<file path="config.mk">
export PLATFORM = sky130hd
export DESIGN_NAME = resp_reply_framer_core
export DESIGN_NICKNAME = d
export VERILOG_FILES = /design/src/rtl/core/rrf_pkg.sv /design/src/rtl/core/rrf_in_stage.sv /design/src/rtl/core/rrf_parser.sv /design/src/rtl/core/rrf_out_stage.sv /design/src/rtl/core/resp_reply_framer_core.sv
export SDC_FILE = /design/constraint.sdc
export NUM_CORES = 1
export LEC_CHECK = 0
export CELL_PAD_IN_SITES_DETAIL_PLACEMENT = 1
export CELL_PAD_IN_SITES_GLOBAL_PLACEMENT = 2
export CORE_MARGIN = 1.5
export CORE_UTILIZATION = 43
export CTS_CLUSTER_DIAMETER = 150
export DETAILED_ROUTE_END_ITERATION = 10
export DONT_BUFFER_PORTS = 1
export GPL_TIMING_DRIVEN = 0
export PLACE_DENSITY_LB_ADDON = 0.25
export SYNTH_ARGS = -nofsm -noshare
export SYNTH_HDL_FRONTEND = slang
export SYNTH_SLANG_ARGS = --single-unit
</file>
<file path="constraint.sdc">
create_clock -name clk -period 13.9 [get_ports clk]
set_input_delay 1.39 -clock clk [delete_from_list [all_inputs] [get_ports clk]]
set_output_delay 1.39 -clock clk [all_outputs]
set_load 0.1 [all_outputs]
</file>
<file path="src/rtl/core/rrf_pkg.sv">
// ----------------------------------------------------------------------------
// rrf_pkg
// Shared types and constants for the resp reply framer: reply kinds, status
// codes, parser phases, protocol characters and the result record.
// ----------------------------------------------------------------------------
package rrf_pkg;

  localparam int LEN_W           = 32;
  localparam int CNT_W           = 32;
  localparam int LENGTH_BITS_DEF = 32;

  localparam logic [LEN_W-1:0] MAX_REPLY_RST = 32'd67108864;

  localparam logic [7:0] CH_PLUS  = 8'h2B;
  localparam logic [7:0] CH_MINUS = 8'h2D;
  localparam logic [7:0] CH_COLON = 8'h3A;
  localparam logic [7:0] CH_DOLLAR = 8'h24;
  localparam logic [7:0] CH_CR    = 8'h0D;
  localparam logic [7:0] CH_LF    = 8'h0A;
  localparam logic [7:0] CH_0     = 8'h30;
  localparam logic [7:0] CH_9     = 8'h39;

  typedef enum logic [2:0] {
    KIND_SIMPLE  = 3'd0,
    KIND_ERROR   = 3'd1,
    KIND_INTEGER = 3'd2,
    KIND_BULK    = 3'd3,
    KIND_NIL     = 3'd4
  } kind_t;

  typedef enum logic [1:0] {
    ST_DONE        = 2'd0,
    ST_MALFORMED   = 2'd1,
    ST_TOO_LONG    = 2'd2,
    ST_UNSUPPORTED = 2'd3
  } status_t;

  typedef enum logic [1:0] {
    PH_TYPE = 2'd0,
    PH_LINE = 2'd1,
    PH_HEAD = 2'd2,
    PH_DATA = 2'd3
  } phase_t;

  typedef struct packed {
    logic [LEN_W-1:0] length;
    kind_t            kind;
    status_t          status;
    logic             ok;
  } rrf_result_t;

endpackage

</file>
<file path="src/rtl/core/rrf_in_stage.sv">
// ----------------------------------------------------------------------------
// rrf_in_stage
// Input register for reply bytes; takes a new transaction whenever the held
// byte moves on to the parser or the register is empty.
// ----------------------------------------------------------------------------
module rrf_in_stage (
  input  logic       clk,
  input  logic       rst_n,
  input  logic       in_valid,
  input  logic [7:0] in_data_byte,
  output logic       in_stall,
  input  logic       adv,
  output logic       s1_valid,
  output logic [7:0] s1_byte
);
  import rrf_pkg::*;

  logic       s1_valid_r;
  logic       s1_valid_nxt;
  logic [7:0] s1_byte_r;
  logic       take;

  assign in_stall = s1_valid_r && !adv;
  assign take     = in_valid && !in_stall;

  always_comb begin
    s1_valid_nxt = s1_valid_r;
    if (take) begin
      s1_valid_nxt = 1'b1;
    end else if (adv) begin
      s1_valid_nxt = 1'b0;
    end
  end

  always_ff @(posedge clk) begin
    if (!rst_n) begin
      s1_valid_r <= 1'b0;
    end else begin
      s1_valid_r <= s1_valid_nxt;
    end
  end

  always_ff @(posedge clk) begin
    if (take) begin
      s1_byte_r <= in_data_byte;
    end
  end

  assign s1_valid = s1_valid_r;
  assign s1_byte  = s1_byte_r;

endmodule

</file>
<file path="src/rtl/core/rrf_parser.sv">
// ----------------------------------------------------------------------------
// rrf_parser
// Frame state and per-byte update: type byte, line scan, bulk length header
// and bulk data count, plus the length limit register.
// ----------------------------------------------------------------------------
module rrf_parser #(
  parameter int LENGTH_BITS = rrf_pkg::LENGTH_BITS_DEF
) (
  input  logic                       clk,
  input  logic                       rst_n,
  input  logic                       cfg_wr_en,
  input  logic [rrf_pkg::LEN_W-1:0]  cfg_wr_data,
  input  logic                       step,
  input  logic [7:0]                 byte_in,
  output logic                       emit,
  output rrf_pkg::rrf_result_t       res
);
  import rrf_pkg::*;

  localparam int VW = LENGTH_BITS + 4;
  localparam int TW = CNT_W + 2;

  logic [LEN_W-1:0]       max_r;
  phase_t                 phase_r, phase_nxt;
  kind_t                  type_r, type_nxt;
  logic [CNT_W-1:0]       seen_r, seen_nxt;
  logic                   cr_r, cr_nxt;
  logic [LENGTH_BITS-1:0] lv_r, lv_nxt;
  logic                   neg_r, neg_nxt;
  logic                   dig_r, dig_nxt;
  logic                   bad_r, bad_nxt;
  logic [CNT_W-1:0]       rem_r, rem_nxt;

  logic [CNT_W-1:0]       seen_inc;
  logic [VW-1:0]          lv_x;
  logic [VW-1:0]          lv_mul;
  logic [TW-1:0]          total;
  logic [CNT_W-1:0]       rem_dec;
  logic                   is_digit;
  logic [LEN_W-1:0]       len_c;
  kind_t                  kind_c;
  status_t                st_c;
  logic                   emit_c;

  assign seen_inc = (seen_r == {CNT_W{1'b1}}) ? seen_r : seen_r + 1'b1;
  assign is_digit = (byte_in inside {[CH_0:CH_9]});
  assign lv_x     = VW'(lv_r);
  assign lv_mul   = (lv_x << 3) + (lv_x << 1) + VW'(4'(byte_in - CH_0));
  assign total    = TW'(seen_inc) + TW'(lv_r) + TW'(2);
  assign rem_dec  = (rem_r != '0) ? rem_r - 1'b1 : rem_r;

  // next frame state and result
  always_comb begin
    phase_nxt = phase_r;
    type_nxt  = type_r;
    seen_nxt  = seen_inc;
    cr_nxt    = cr_r;
    lv_nxt    = lv_r;
    neg_nxt   = neg_r;
    dig_nxt   = dig_r;
    bad_nxt   = bad_r;
    rem_nxt   = rem_r;
    emit_c    = 1'b0;
    len_c     = seen_inc;
    kind_c    = KIND_BULK;
    st_c      = ST_DONE;
    case (phase_r)
      PH_TYPE: begin
        seen_nxt = CNT_W'(1);
        cr_nxt   = 1'b0;
        lv_nxt   = '0;
        neg_nxt  = 1'b0;
        dig_nxt  = 1'b0;
        bad_nxt  = 1'b0;
        rem_nxt  = '0;
        case (byte_in)
          CH_PLUS: begin
            type_nxt  = KIND_SIMPLE;
            phase_nxt = PH_LINE;
          end
          CH_MINUS: begin
            type_nxt  = KIND_ERROR;
            phase_nxt = PH_LINE;
          end
          CH_COLON: begin
            type_nxt  = KIND_INTEGER;
            phase_nxt = PH_LINE;
          end
          CH_DOLLAR: begin
            type_nxt  = KIND_BULK;
            phase_nxt = PH_HEAD;
          end
          default: begin
            emit_c = 1'b1;
            len_c  = LEN_W'(1);
            kind_c = KIND_SIMPLE;
            st_c   = ST_UNSUPPORTED;
          end
        endcase
      end
      PH_LINE: begin
        if (cr_r && byte_in == CH_LF) begin
          emit_c = 1'b1;
          kind_c = type_r;
        end else begin
          cr_nxt = (byte_in == CH_CR);
        end
      end
      PH_HEAD: begin
        if (cr_r && byte_in == CH_LF) begin
          if (bad_r || !dig_r) begin
            emit_c = 1'b1;
            st_c   = ST_MALFORMED;
          end else if (neg_r && lv_r == LENGTH_BITS'(1)) begin
            emit_c = 1'b1;
            kind_c = KIND_NIL;
          end else if (neg_r && lv_r != '0) begin
            emit_c = 1'b1;
            st_c   = ST_MALFORMED;
          end else if (total > TW'(max_r)) begin
            emit_c = 1'b1;
            st_c   = ST_TOO_LONG;
            len_c  = (total[TW-1:CNT_W] != '0) ? {LEN_W{1'b1}} : total[LEN_W-1:0];
          end else begin
            rem_nxt   = CNT_W'(lv_r) + CNT_W'(2);
            cr_nxt    = 1'b0;
            phase_nxt = PH_DATA;
          end
        end else begin
          if (cr_r) begin
            bad_nxt = 1'b1;
          end
          if (byte_in == CH_CR) begin
            cr_nxt = 1'b1;
          end else begin
            cr_nxt = 1'b0;
            if (byte_in == CH_MINUS && seen_inc == CNT_W'(2)) begin
              neg_nxt = 1'b1;
            end else if (is_digit) begin
              dig_nxt = 1'b1;
              lv_nxt  = (lv_mul[VW-1:LENGTH_BITS] != '0) ? {LENGTH_BITS{1'b1}}
                                                          : lv_mul[LENGTH_BITS-1:0];
            end else begin
              bad_nxt = 1'b1;
            end
          end
        end
      end
      PH_DATA: begin
        if (rem_dec == '0) begin
          emit_c = 1'b1;
        end else begin
          rem_nxt = rem_dec;
        end
      end
      default: begin
        phase_nxt = PH_TYPE;
      end
    endcase
    if (emit_c) begin
      phase_nxt = PH_TYPE;
      type_nxt  = KIND_SIMPLE;
      seen_nxt  = '0;
      cr_nxt    = 1'b0;
      lv_nxt    = '0;
      neg_nxt   = 1'b0;
      dig_nxt   = 1'b0;
      bad_nxt   = 1'b0;
      rem_nxt   = '0;
    end
  end

  // result outputs
  always_comb begin
    emit       = step && emit_c;
    res.length = len_c;
    res.kind   = kind_c;
    res.status = st_c;
    res.ok     = (st_c == ST_DONE) && (kind_c != KIND_ERROR);
  end

  always_ff @(posedge clk) begin
    if (!rst_n) begin
      max_r   <= MAX_REPLY_RST;
      phase_r <= PH_TYPE;
      type_r  <= KIND_SIMPLE;
      seen_r  <= '0;
      cr_r    <= 1'b0;
      lv_r    <= '0;
      neg_r   <= 1'b0;
      dig_r   <= 1'b0;
      bad_r   <= 1'b0;
      rem_r   <= '0;
    end else begin
      if (cfg_wr_en) begin
        max_r <= cfg_wr_data;
      end
      if (step) begin
        phase_r <= phase_nxt;
        type_r  <= type_nxt;
        seen_r  <= seen_nxt;
        cr_r    <= cr_nxt;
        lv_r    <= lv_nxt;
        neg_r   <= neg_nxt;
        dig_r   <= dig_nxt;
        bad_r   <= bad_nxt;
        rem_r   <= rem_nxt;
      end
    end
  end

  a_data_count_live: assert property (@(posedge clk) disable iff (!rst_n)
    (phase_r == PH_DATA) |-> (rem_r != '0))
    else $error("bulk data phase with nothing left to count");

  a_type_clean: assert property (@(posedge clk) disable iff (!rst_n)
    (phase_r == PH_TYPE) |-> (!cr_r && !bad_r && !dig_r))
    else $error("frame state not cleared while waiting for type byte");

  // a saturated total may equal the largest limit
  a_too_long_bound: assert property (@(posedge clk) disable iff (!rst_n)
    (emit && res.status == ST_TOO_LONG) |-> (res.length > max_r || res.length == '1))
    else $error("too long reported within the limit");

endmodule

</file>
<file path="src/rtl/core/rrf_out_stage.sv">
// ----------------------------------------------------------------------------
// rrf_out_stage
// Result register; holds a finished reply record until the receiver takes
// the transaction.
// ----------------------------------------------------------------------------
module rrf_out_stage (
  input  logic                      clk,
  input  logic                      rst_n,
  input  logic                      emit,
  input  rrf_pkg::rrf_result_t      res,
  output logic                      ready,
  output logic                      out_valid,
  input  logic                      out_stall,
  output logic [rrf_pkg::LEN_W-1:0] out_reply_length,
  output logic [2:0]                out_reply_kind,
  output logic [1:0]                out_status,
  output logic                      out_reply_ok
);
  import rrf_pkg::*;

  logic        valid_r;
  logic        valid_nxt;
  rrf_result_t res_r;

  assign ready = !valid_r || !out_stall;

  always_comb begin
    if (emit) begin
      valid_nxt = 1'b1;
    end else if (out_stall) begin
      valid_nxt = valid_r;
    end else begin
      valid_nxt = 1'b0;
    end
  end

  always_ff @(posedge clk) begin
    if (!rst_n) begin
      valid_r <= 1'b0;
    end else begin
      valid_r <= valid_nxt;
    end
  end

  always_ff @(posedge clk) begin
    if (emit) begin
      res_r <= res;
    end
  end

  assign out_valid        = valid_r;
  assign out_reply_length = res_r.length;
  assign out_reply_kind   = res_r.kind;
  assign out_status       = res_r.status;
  assign out_reply_ok     = res_r.ok;

endmodule

</file>
<file path="src/rtl/core/resp_reply_framer_core.sv">
// ----------------------------------------------------------------------------
// resp_reply_framer_core
// Finds reply boundaries in a RESP2 reply byte stream and reports each reply.
//
// Input channel: one reply byte per transaction on in_data_byte, taken when
// in_valid is high and in_stall low. Output channel: one transaction per
// finished reply (length, kind, status, ok flag), taken when out_valid is
// high and out_stall low. Bytes that do not end a reply give no output.
// Throughput is one byte per cycle while out_stall holds no result. A byte is
// held in the input register and parsed from there; its reply, if any, goes
// through the result register to the output. Reset clears the frame state,
// empties both registers and loads the length limit with 64 MiB; cfg_wr_en
// writes a new limit, which the user must do only while idle (not enforced).
// While a result is held under out_stall the parser waits; at most one more
// byte is taken into the input register, and in_stall is high while it is full.
// ----------------------------------------------------------------------------
module resp_reply_framer_core #(
  parameter int LENGTH_BITS = rrf_pkg::LENGTH_BITS_DEF
) (
  input  logic                      clk,
  input  logic                      rst_n,
  input  logic                      cfg_wr_en,
  input  logic [rrf_pkg::LEN_W-1:0] cfg_wr_data,
  input  logic                      in_valid,
  output logic                      in_stall,
  input  logic [7:0]                in_data_byte,
  output logic                      out_valid,
  input  logic                      out_stall,
  output logic [rrf_pkg::LEN_W-1:0] out_reply_length,
  output logic [2:0]                out_reply_kind,
  output logic [1:0]                out_status,
  output logic                      out_reply_ok
);
  import rrf_pkg::*;

  logic        s1_valid;
  logic [7:0]  s1_byte;
  logic        adv;
  logic        ready;
  logic        emit;
  rrf_result_t res;

  assign adv = s1_valid && ready;

  rrf_in_stage u_in (
    .clk          (clk),
    .rst_n        (rst_n),
    .in_valid     (in_valid),
    .in_data_byte (in_data_byte),
    .in_stall     (in_stall),
    .adv          (adv),
    .s1_valid     (s1_valid),
    .s1_byte      (s1_byte)
  );

  rrf_parser #(
    .LENGTH_BITS (LENGTH_BITS)
  ) u_parser (
    .clk         (clk),
    .rst_n       (rst_n),
    .cfg_wr_en   (cfg_wr_en),
    .cfg_wr_data (cfg_wr_data),
    .step        (adv),
    .byte_in     (s1_byte),
    .emit        (emit),
    .res         (res)
  );

  rrf_out_stage u_out (
    .clk              (clk),
    .rst_n            (rst_n),
    .emit             (emit),
    .res              (res),
    .ready            (ready),
    .out_valid        (out_valid),
    .out_stall        (out_stall),
    .out_reply_length (out_reply_length),
    .out_reply_kind   (out_reply_kind),
    .out_status       (out_status),
    .out_reply_ok     (out_reply_ok)
  );

  a_no_overwrite: assert property (@(posedge clk) disable iff (!rst_n)
    (out_valid && out_stall) |-> !emit)
    else $error("held result overwritten");

endmodule

</file>
==> results of run 1 <==
## registers in the layout, summed over array words and instances, names as in the netlist
register and count:
u_parser.neg_r 1, u_out.out_reply_kind 3, u_parser.max_r 32, u_out.out_valid 1, u_parser.dig_r 1, u_parser.phase_r 2
u_out.out_reply_length 32, u_in.s1_byte 8, u_parser.rem_r 32, u_parser.bad_r 1, u_parser.seen_r 32, u_out.out_reply_ok 1
u_parser.cr_r 1, u_out.out_status 2, u_parser.type_r 2, u_parser.lv_r 32, u_in.s1_valid 1
## critical path: cells and delay by family (launching register included)
kind                       cells  cell delay [ns]
AOI/OAI and AO/OA              6             1.78
xor gates and xnor gates       2             0.97
adders and majority gates      2             0.57
buffers and inverters          7             2.16
DFF                            1             0.31
muxes                          1             0.30
and+or+nand+nor               15             6.54
## through the flow
stage	hold WS, ns	instance area (µm²)	util (%)	std cells	worst slack (ns)
after global routing	0.477	17400	47.3	2511	0.174
final	0.461	17400	47.3	2512	0.882
after detailed placement	0.445	16800	45.5	2479	0.820
after floorplan	0.429	16100	-	2010	4.63
after global placement	0.441	16700	45.5	2478	0.338
after CTS	0.456	17400	47.2	2511	0.672
## cell type report
class,count,area [µm²],share of cell area (%)
diodes,1,2.50,0.0144
plain buffers,103,443,2.55
clock buffers,17,425,2.45
clock inverters,15,198,1.14
inverters,99,372,2.14
multi-input cells,1624,11200,64.4
flip-flops and latches,184,4140,23.8
well taps,468,586,3.37
repair buffers,1,20.0,0.115
## kinds of logic (layout without fill, tap and decap cells)
logic type | after synthesis | in the layout | share of synthesized area [%]
fa+ha+maj | 139 | 139 | 10.9
simple gates | 763 | 763 | 23.6
xor+xnor | 141 | 141 | 7.65
mux | 61 | 61 | 3.83
other cells | 0 | 1 | 0
flops | 184 | 184 | 25.7
compound gates | 520 | 520 | 23.3
buf+inv | 202 | 235 | 5.04
## report_power, final
part	total [mW]	switching, mW	internal (mW)
Clock	0.521	0.274	0.247
Sequential	0.631	0.0617	0.569
Combinational	0.217	0.152	0.0641
Total	1.37	0.488	0.881
## synthesized netlist by cell type (14+ instances only)
master	instances	area (µm²)
a21o_1	37	278
buf_2	15	75.1
mux2i_1	58	581
nor2_1	247	927
ha_1	136	1700
edfxtp_1	46	1380
nor4_1	35	219
and3_1	27	169
o21ai_0	72	360
clkbuf_1	74	278
inv_1	97	364
o31ai_1	14	105
a221oi_1	16	140
a22o_1	21	184
and2_1	14	87.6
nor3_1	42	210
a22oi_1	30	225
or3_1	20	125
a21oi_1	88	440
o2bb2ai_1	33	289
a211oi_1	32	240
dfxtp_1	138	2760
nand2b_1	21	131
xor2_1	53	464
o21a_1	17	128
nand3_1	71	355
o22ai_1	18	113
nor2b_1	15	93.8
nand2_1	143	537
xnor2_1	88	771
nand4_1	53	332
## worst paths after layout
path,endpoint,slack [ns],cells after the start
worst max-delay path,u_out.out_reply_length[31],0.88,33
worst min-delay path,u_parser.type_r[1],0.46,2
worst max register to register,u_out.out_reply_length[31],0.88,33
worst min register to register,u_parser.type_r[1],0.46,2
## routing by layer
layer / up-vias / share of wire [%] / global-route usage [%]
met3: 106 / 6.8 / 5.77
li1: 7523 / - / -
met2: 557 / 45 / 52.6
met1: 8106 / 45 / 45.4
met4: 2 / 2.3 / 8.88
met5: - / 0.019 / 0
==> impl_metrics.toml, run 1 <==
[routing]
viasPerCell = 6.49
drc = 0
drtAntennaViolNets = 0
vias = 16300
drt_iter0_drc = 1439
dr.pass1.iters = 5
wire_per_inst_um = 25.4
routed_wl_mm = 63.7

[clock_tree]
h-tree-depth = 4
clk_pin_slew_worst_paths_ns = 0.08
cts_buffers = 17
cts_sinks = 184
tritoncts = "built"
cts_hold_buf = 0
cts_buffer_depth = 2
post_cts_buffers = 0
root_buffer = "clkbuf_16"
post_cts_resized = 0
insertion_delay_ns = 0.48

[sta]
finalSetupTns_ns = 0
fin_skew_ns = 0.0214
max_slew_margin_pct = 5.14
timing.final.crit_share_pct = 93.7
setup_viol_count_final = 0
final_hold_viol_count = 0
report.final.slew_viol_count = 0
min_period_ns = 13.02
fmax_ghz = 0.0768
worst_slew_pin_slew_ns = 1.40
rsz0062_at_grt = "no"

[floorplanning]
die_area_um2 = 38700
core.rowCount = 70
die_w_um = 197
ios = 85
die_h_um = 197
core_um2 = 36800
initial_utilization_pct = 43.9

[setup_path]
cp.required_ns = 14.07
critical_path_class = "flop to flop"
r2r-start = "u_parser.seen_r[7]"
cp-end-kind = "flop"
cp_slowest_stage_delay_ns = 1.08
cp-start-kind = "flop"
critPathMaxFanout = 21
critPathLaunch = "u_parser.seen_r[7]"
cp_slowest_cell = "nor3_1"
arrival_ns = 13.18

[logic_synthesis]
ys_warn_count = 0
synth_fp_nets = 2194
netlist_instances = 2010
ys.flop_type = "dfxtp_1"
synth_edf_count = 46
synth_area_um2 = 16100
ys_ff_latch = 184
synth_cell_types = 98
postSynthAreaPerCell_um2 = 8.03
synthArstFlopShare_pct = 0
synth-seq-area-share_pct = 25.7

[hold_path]
min_from = "u_parser.type_r[1]"
hold_class = "flop to flop"

[flow_run]
cap_violations = 0

[placed_design]
io_buffer_count = 0
dp_hpwl_mm = 50.5
gp_congestion = 0.996

[finish]
most-common-layout-cells = "247 x nor2_1, 143 x nand2_1, 138 x dfxtp_1"
drive_above_1_share_pct = 5.04
areaGrowthSynthToFinish_pct = 7.67
final_common_cell = "nor2_1"
layout.nets = 2214
fillers = 4536

[global_route]
grt_max_degree = 22
antenna_found_initial = 1
grt_overflow = 0
grt_pass1_wl_mm = 97.5
grt_pass1_vias = 16000
track_usage_pct = 32.9

[run_status]
status = "completed"

[pwr]
p_per_area_nw_per_um2 = 78.7
vdd_drop_max_mv = 0.0834
p_leak_nw = 7.29
total_power_mw = 1.37
Note: power is estimated with default switching activity, not from simulation.
==> run 2, diff against run 1 <==
- BUFFER_PORTS_ARGS: default -> -buffer_cell sky130_fd_sc_hd__buf_2
- CELL_PAD_IN_SITES_DETAIL_PLACEMENT: 1 -> default
- CELL_PAD_IN_SITES_GLOBAL_PLACEMENT: 2 -> default
- CORE_UTILIZATION: 43 -> 52
- DONT_BUFFER_PORTS: 1 -> default
==> impl_metrics.toml, run 2 (synthesized netlist as in run 1, its figures left out) <==
[finish]
final_common_cell = "nor2_1"
drive_above_1_share_pct = 8.56
layout.nets = 2297
diodes = 0
areaGrowthSynthToFinish_pct = 9.13
fillers = 2862
utilization_pct = 57.6
most-common-layout-cells = "247 x nor2_1, 143 x nand2_1, 138 x dfxtp_1"

[setup_path]
critPathMaxFanout = 38
crit_family = "simple AND/OR/NAND/NOR gates"
critical_path_class = "flop to flop"
arrival_ns = 13.05
cp.required_ns = 13.99
cp-end-kind = "flop"
cp-start-kind = "flop"
cp_slowest_stage_delay_ns = 1.02
path_buf_inv = 5
cp_slowest_cell = "nor4_1"

[sta]
setup_viol_count_final = 0
worst_slew_pin_slew_ns = 1.41
finalSetupTns_ns = 0
fin_skew_ns = 0.0152
final_hold_viol_count = 0
max_slew_margin_pct = 4.64
min_period_ns = 12.96
rsz0062_at_grt = "no"
report.final.slew_viol_count = 0
fmax_ghz = 0.0772
timing.final.crit_share_pct = 93.2

[routing]
drc = 0
drt_iter0_drc = 1663
drtAntennaViolNets = 0
viasPerCell = 6.45
dr.pass1.iters = 6
routed_wl_mm = 54.8
vias = 16300
wire_per_inst_um = 21.7

[placed_design]
dp_hpwl_mm = 43.0
gp_congestion = 1.01
io_buffer_count = 83

[pwr]
vdd_drop_max_mv = 0.0890
p_per_area_nw_per_um2 = 75.8
p_leak_nw = 7.57
total_power_mw = 1.34

[global_route]
track_usage_pct = 34.1
grt_pass1_wl_mm = 83.5
grt_pass1_vias = 14900
grt_max_degree = 39
antenna_found_initial = 0
grt_overflow = 0

[floorplanning]
die_area_um2 = 32100
initial_utilization_pct = 52.8
die_h_um = 179
core.rowCount = 64
die_w_um = 179
ios = 85
core_um2 = 30600

[clock_tree]
h-tree-depth = 4
root_buffer = "clkbuf_16"
cts_buffer_depth = 2
post_cts_resized = 0
cts_buffers = 17
cts_hold_buf = 0
post_cts_buffers = 0
insertion_delay_ns = 0.47
tritoncts = "built"
clk_pin_slew_worst_paths_ns = 0.08
cts_sinks = 184

[flow_run]
cap_violations = 0

[hold_path]
hold_class = "flop to flop"

[run_status]
status = "completed"
run 2: path summary, 6_finish.rpt:
check / startpoint / endpoint / slack (ns) / cells after the start
max reg2reg: u_parser.seen_r[7] / u_out.out_reply_length[6] / 0.94 / 31
max: u_parser.seen_r[7] / u_out.out_reply_length[6] / 0.94 / 31
min reg2reg: u_parser.type_r[0] / u_parser.type_r[0] / 0.45 / 2
min: u_parser.type_r[0] / u_parser.type_r[0] / 0.45 / 2
run 2: layer usage:
| layer | GRT usage (%) | vias to the layer above | share of wire, % |
|---|---|---|---|
| li1 | - | 7699 | - |
| met1 | 46.9 | 7726 | 44 |
| met2 | 52.4 | 752 | 44 |
| met3 | 7.95 | 98 | 9.4 |
| met4 | 11.3 | 0 | 2.8 |
| met5 | 0 | - | 0 |
run 2: final cells by class:
cell class / count / area [µm²] / share of cell area [%]
plain buffers: 103 / 443 / 2.51
clock buffers: 18 / 429 / 2.44
clock inverters: 14 / 128 / 0.724
inverters: 99 / 372 / 2.11
multi-input cells: 1624 / 11200 / 63.5
flip-flops and latches: 184 / 4140 / 23.5
well taps: 396 / 495 / 2.81
repair buffers: 84 / 420 / 2.39
run 2: per-stage QoR:
| stage | hold WS (ns) | cell area, µm² | worst slack (ns) | instances |
|---|---|---|---|---|
| final | 0.452 | 17600 | 0.940 | 2522 |
| after global routing | 0.484 | 17600 | 0.786 | 2522 |
| after CTS | 0.452 | 17600 | 1.60 | 2521 |
| after detailed placement | 0.442 | 17100 | 1.62 | 2489 |
| after global placement | 0.441 | 17100 | 1.36 | 2489 |
| after floorplan | 0.429 | 16100 | 4.63 | 2010 |
run 2: tightest hold or removal path, stage by stage, from the launching register on:
cell     delay, ns
dfxtp_1       0.31
nand2_1       0.05
a21oi_1       0.05
run 2: power breakdown:
group / switching [mW] / internal (mW)
logic: 0.199 / 0.0710
clock network: 0.234 / 0.248
registers: 0.0154 / 0.569
